### src/rtl/ise_pkg.sv
// ----------------------------------------------------------------------------
// ise_pkg: shared types and constants of the insertion sort engine
// Holds the data width, the default capacity and the cell control struct.
// ----------------------------------------------------------------------------
package ise_pkg;

  localparam int unsigned DataW       = 32;
  localparam int unsigned DefCapacity = 64;

  // Control broadcast to every cell of the chain
  typedef struct packed {
    logic ins_en;    // insert the broadcast value this cycle
    logic drain_en;  // shift the whole chain one cell toward the head
  } cell_ctrl_t;

endpackage

### src/rtl/ise_cell.sv
// ----------------------------------------------------------------------------
// ise_cell: one slot of the sorted chain
// Holds one value and its valid bit; takes the new value, the left
// neighbor's value on insert, or the right neighbor's value on drain.
// ----------------------------------------------------------------------------
module ise_cell
  import ise_pkg::*;
(
  input  logic                    clk_i,
  input  logic                    rst_ni,
  input  cell_ctrl_t              ctrl_i,
  input  logic signed [DataW-1:0] new_val_i,
  input  logic signed [DataW-1:0] left_val_i,
  input  logic                    left_valid_i,
  input  logic                    left_gt_i,
  input  logic signed [DataW-1:0] right_val_i,
  input  logic                    right_valid_i,
  output logic signed [DataW-1:0] val_o,
  output logic                    valid_o,
  output logic                    gt_o
);

  logic signed [DataW-1:0] val_q;
  logic                    valid_q;
  logic                    take_new;

  // Stored value sorts after the new one; equal values stay ahead
  assign gt_o     = valid_q && (val_q > new_val_i);
  // Every cell that is greater, or the first empty one; a greater left neighbor takes precedence
  assign take_new = gt_o || (!valid_q && left_valid_i);

  // Valid bit: fill on insert, follow the right neighbor on drain
  always_ff @(posedge clk_i or negedge rst_ni) begin
    if (!rst_ni) begin
      valid_q <= 1'b0;
    end else if (ctrl_i.drain_en) begin
      valid_q <= right_valid_i;
    end else if (ctrl_i.ins_en && (left_gt_i || take_new)) begin
      valid_q <= 1'b1;
    end
  end

  // Value: follow the right neighbor on drain; on insert shift right past the insert point, or take the new value
  always_ff @(posedge clk_i) begin
    if (ctrl_i.drain_en) begin
      val_q <= right_val_i;
    end else if (ctrl_i.ins_en) begin
      if (left_gt_i) begin
        val_q <= left_val_i;
      end else if (take_new) begin
        val_q <= new_val_i;
      end
    end
  end

  assign val_o   = val_q;
  assign valid_o = valid_q;

endmodule
### config.mk
export PLATFORM = sky130hd
export DESIGN_NAME = ise_cell
export DESIGN_NICKNAME = d
export VERILOG_FILES = /design/src/rtl/ise_pkg.sv /design/src/rtl/ise_cell.sv
export SDC_FILE = /design/constraint.sdc
export NUM_CORES = 1
export LEC_CHECK = 0
export BUFFER_PORTS_ARGS = -buffer_cell sky130_fd_sc_hd__buf_4
export CORE_MARGIN = 1
export CORE_UTILIZATION = 49
export DETAILED_ROUTE_END_ITERATION = 7
export PLACE_DENSITY = 0.9
export SLEW_MARGIN = 20
export SYNTH_ARGS = -nofsm -noshare
export SYNTH_HDL_FRONTEND = slang
export SYNTH_SLANG_ARGS = --single-unit
### constraint.sdc
create_clock -name clk_i -period 5.37 [get_ports clk_i]
set_input_delay 1.074 -clock clk_i [delete_from_list [all_inputs] [get_ports clk_i]]
set_output_delay 1.074 -clock clk_i [all_outputs]
set_load 0.02 [all_outputs]
== After elaboration in Yosys (flattened, before gate mapping) ==
Index checks and enable logic that the tools add are counted.
Operators by class
  bitwise operators: 0
  div/mod/pow operators: 0
  equal/unequal tests: 0
  $add $sub $neg: 0
  mux-type cells: 6
  multipliers: 0
  reduce and logical (&&, ||, !) cells: 10
  magnitude comparators: 1
  shift operators: 0
Operators by type and width (count)
  2-to-1 mux 32 bit: 4
  greater-than comparator 32 bit: 1
  nonzero test 2 bit: 2
  logical AND 1 bit: 3
  nonzero test 3 bit: 1
  logical OR 1 bit: 2
  2-to-1 mux 1 bit: 2
  AND reduction 2 bit: 1
  zero test 1 bit: 1
Word-level totals
  memories: 0
  ROM bits: 0
  input port bits: 103
  logic and storage cells: 19
  latch bits: 0
  RAM bits: 0
  bits in registers: 33
  output and inout bits: 34

== Logic depth before layout (Yosys ltp) ==
  word-level depth: 7
  gate-level depth with buffers: 9
  gate-level depth less buffers: 9

== Worst setup path after synthesis ==
OpenSTA, ideal clock, no wires.
  path type: input port to flip-flop
  start point: in new_val_i[1]
  end point: reg val_q[0] (netlist: val_o[0]) (enable)
  cell stages on the path: 9
  data required time: 4.946 ns
  path buffers: 0
  setup slack: 1.172 ns
  library setup time: 0.424 ns
  arrival time: 3.773 ns
  cells stage by stage: inv_1 > ha_1 > nor2b_1 > o211ai_1 > a2111o_1 > a21oi_1 > nor3_2 > xnor2_1 > o31ai_2
Between the ends
  longest elaborated chain between the ends: 5
RTL lines
  start: declaration: RTL line ise_cell.sv:12  | input logic signed [DataW-1:0] new_val_i,
  greater-than comparator 32 bit: RTL line ise_cell.sv:28  | assign gt_o = valid_q && (val_q > new_val_i);
  logical AND 1 bit: RTL line ise_cell.sv:28
  logical OR 1 bit: RTL line ise_cell.sv:30  | assign take_new = gt_o || (!valid_q && left_valid_i);
  nonzero test 3 bit (no source line)
  AND reduction 2 bit (no source line)
  end signal: assignment: RTL line ise_cell.sv:46  | val_q <= right_val_i;
  end signal: assignment: RTL line ise_cell.sv:49  | val_q <= left_val_i;
  end signal: assignment: RTL line ise_cell.sv:51  | val_q <= new_val_i;
  end: declaration: RTL line ise_cell.sv:23  | logic signed [DataW-1:0] val_q;
No other way between the ends.
A chain may end at the register's enable or synchronous reset.

== Final worst setup path ==
  start point: in new_val_i[23]
  end point: out gt_o
Between the ends
  longest elaborated chain between the ends: 2
RTL lines
  greater-than comparator 32 bit: RTL line ise_cell.sv:28
  logical AND 1 bit: RTL line ise_cell.sv:28
  end: declaration: RTL line ise_cell.sv:20  | output logic gt_o
No other way between the ends.

==> out/qor.txt <==
outcome: finished, final reports clean
largest net degree at the start of global routing: 68
RSZ-0062 raised after global routing: no
PostCTS Resize Cnt: 0
data arrival time of the critical path: 2.92 ns
total die area: 0.00539 sq mm
drt initial violations: 123
Final Instance Area: 0.00366 sq mm
TritonRoute pass-1 iters: 4
wire length of the first global-routing pass: 10800 um
register clock-pin slew on the reported worst setup and hold paths: 0.07 ns
post-layout total power: 0.825 mW
CTS Root Cell: clkbuf_8
distinct cell type count of the synthesized netlist: 26
minimum hold slack: 0.544 ns
Clock H-tree levels: 2
Final WS setup: 1.38 ns
syn avg cell area: 9.40 sq um
number of warnings reported in the yosys synthesis log: 0
Post-Synthesis Cell Area: 0.00250 sq mm
number of nets in the finished design: 534
share of synthesized area occupied by flip-flops and latches: 0.394
initial standard-cell utilization of the core: 0.519
Sum Neg Setup Slack: 0 ns
clock tree from TritonCTS: built
worst vdd rail ir drop: 198 uV
total placed cells including tap cells: 459
DRC viols: 0
fill cell instance count of the final layout: 388
Max Fclk: 250 MHz
Slew Limit Fails: 0
remaining global-route overflow: 0
Horiz. Die Dim: 73.4 um
hold violation count in the final report: 0
portion of the clock cycle consumed by the worst path in the final layout: 0.744
library cell occupying the most area in the post-synthesis netlist: edfxtp_1
max-cap check violation count: 0
Critical Path End Type: primary output
half-perimeter wire length after placement: 5360 um
row count: 25
total of hold buffers inserted after clock tree synthesis: 0
worst r2r src: val_o[23]
Cells after Synth: 266
number of buffers added by the clock tree synthesis step: 5
Non-Filler Instances: 467
Worst setup SP type: input port
minimum clock period: 3.99 ns
remaining antenna violation count after routing: 0
type of the tightest min-delay check: input port to asynchronous set/reset pin
total nets after synthesis: 401
Worst R2R Path Depth: 9
gr usage total: 0.262
Fin Clk Skew: 0.00802 ns
Core Region: 0.00482 sq mm
ratio of routed vias to standard cells: 5.21
total number of vias: 2431
fraction of synthesized cell area taken by the top area cell type: 0.384
Area contributors post-synth: edfxtp_1, ha_1, mux2i_1
max-slew headroom at the worst pin: 0.538
via count of the first global-routing pass: 2465
Routability Congestion: 0.850
Post-CTS Setup Bufs: 0
initial antenna violation count: 0
DRT Wirelength: 6710 um
WL/cell: 14.4 um
count of clock tree sinks: 33
Antenna Diode Count: 0
Critical Path RT: 4.30 ns
total power divided by cell area: 225 mW/mm^2
launching element of the worst setup path: new_val_i[23]
Worst Path Max Fanout: 3
top-level I/O count: 137
type of the worst setup path: input port to primary output
static leakage: 1.88 nW
fraction of layout cells with a size suffix above 1: 0.365
transition time at the pin with the least slew margin: 0.693 ns
cell area reported after detailed placement: 0.00358 sq mm
final standard cell utilization of the core: 0.759
post-placement setup slack: 1.37 ns
buffer levels on the longest clock path: 2
Setup-failing EPs final: 0
flops & latches, synth: 33
clock latency on the worst-skew pair: 0.29 ns
Reg2Reg Setup Slack: 2.27 ns
IO buf count: 136
area grow syn2layout: 46.3%
die height: 73.4 um
kinds of logic (layout without fill, tap and decap cells):
family,after synthesis,after routing,synth area share
and+or+nand+nor,61,61,0.107
buffers and inverters,46,180,0.0705
AOI/OAI and AO/OA,61,61,0.137
muxes,32,32,0.128
xor gates and xnor gates,1,1,0.00350
adders and majority gates,32,32,0.160
DFF,33,33,0.394
where the power goes:
group / switching, mW / internal (mW) / total, mW
Combinational: 0.157 / 0.146 / 0.303
Sequential: 0.0182 / 0.323 / 0.341
Clock: 0.0933 / 0.0872 / 0.181
Total: 0.268 / 0.557 / 0.825
cell usage in the layout (no fill, tap or decap), types with 5 or more instances in the layout:
cell / Yosys / layout
inv_1: 35 / 35
o21ai_0: 36 / 36
clkbuf_8: 0 / 5
nand4_1: 7 / 7
a21oi_1: 14 / 14
ha_1: 32 / 32
edfxtp_1: 32 / 32
nand2_1: 42 / 42
buf_4: 0 / 137
mux2i_1: 32 / 32
Yosys cell counts:
| library cell | count |
|---|---|
| nand2_1 | 42 |
| o21ai_0 | 36 |
| inv_1 | 35 |
| edfxtp_1 | 32 |
| ha_1 | 32 |
| mux2i_1 | 32 |
| a21oi_1 | 14 |
| clkbuf_1 | 8 |
| nand4_1 | 7 |
| buf_2 | 3 |
| nand3_1 | 3 |
| nor2_1 | 3 |
| nor3_1 | 3 |
| a21o_1 | 2 |
| a221oi_1 | 2 |
| o211ai_1 | 2 |
| a2111o_1 | 1 |
| a211oi_1 | 1 |
| a21oi_2 | 1 |
| dfrtp_1 | 1 |
| nor2b_1 | 1 |
| nor3_2 | 1 |
| o21ai_1 | 1 |
| o31ai_2 | 1 |
| or4_1 | 1 |
| xnor2_1 | 1 |
registers in the layout, summed over array words and instances (netlist names):
signal	flops
val_o	32
valid_o	1
metal layers:
layer | GRT usage | wire [um]
met3 | 0.0521 | 384
met1 | 0.291 | 2610
met4 | 0.0876 | 163
met5 | 0 | 0
met2 | 0.494 | 3550
layout make-up:
class                           count  area [sq um]  area share
Tap cell                           67          83.8      0.0229
Inverter                           35           131      0.0359
Multi-Input combinational cell    187          1350       0.368
Clock buffer                        5          68.8      0.0188
Timing Repair Buffer              137          1030       0.281
Clock inverter                      3          12.5     0.00342
Sequential cell                    33           986       0.269
critical path, cell delays in order:
cell and delay [ns]:
buf_4 0.09, inv_1 0.04, ha_1 0.31, nand4_1 0.15, nor3_1 0.29, nand2_1 0.13, nor3_1 0.23, nor3_2 0.06
xnor2_1 0.29, nor2_1 0.07, buf_4 0.17
worst paths after layout:
path | end
setup / recovery | gt_o
hold / removal | valid_o
setup reg to reg | val_o[14]
hold reg to reg | valid_o
max in group asynchronous | valid_o
min in group clk_i | valid_o
Note: power is estimated with default switching activity, not from simulation.
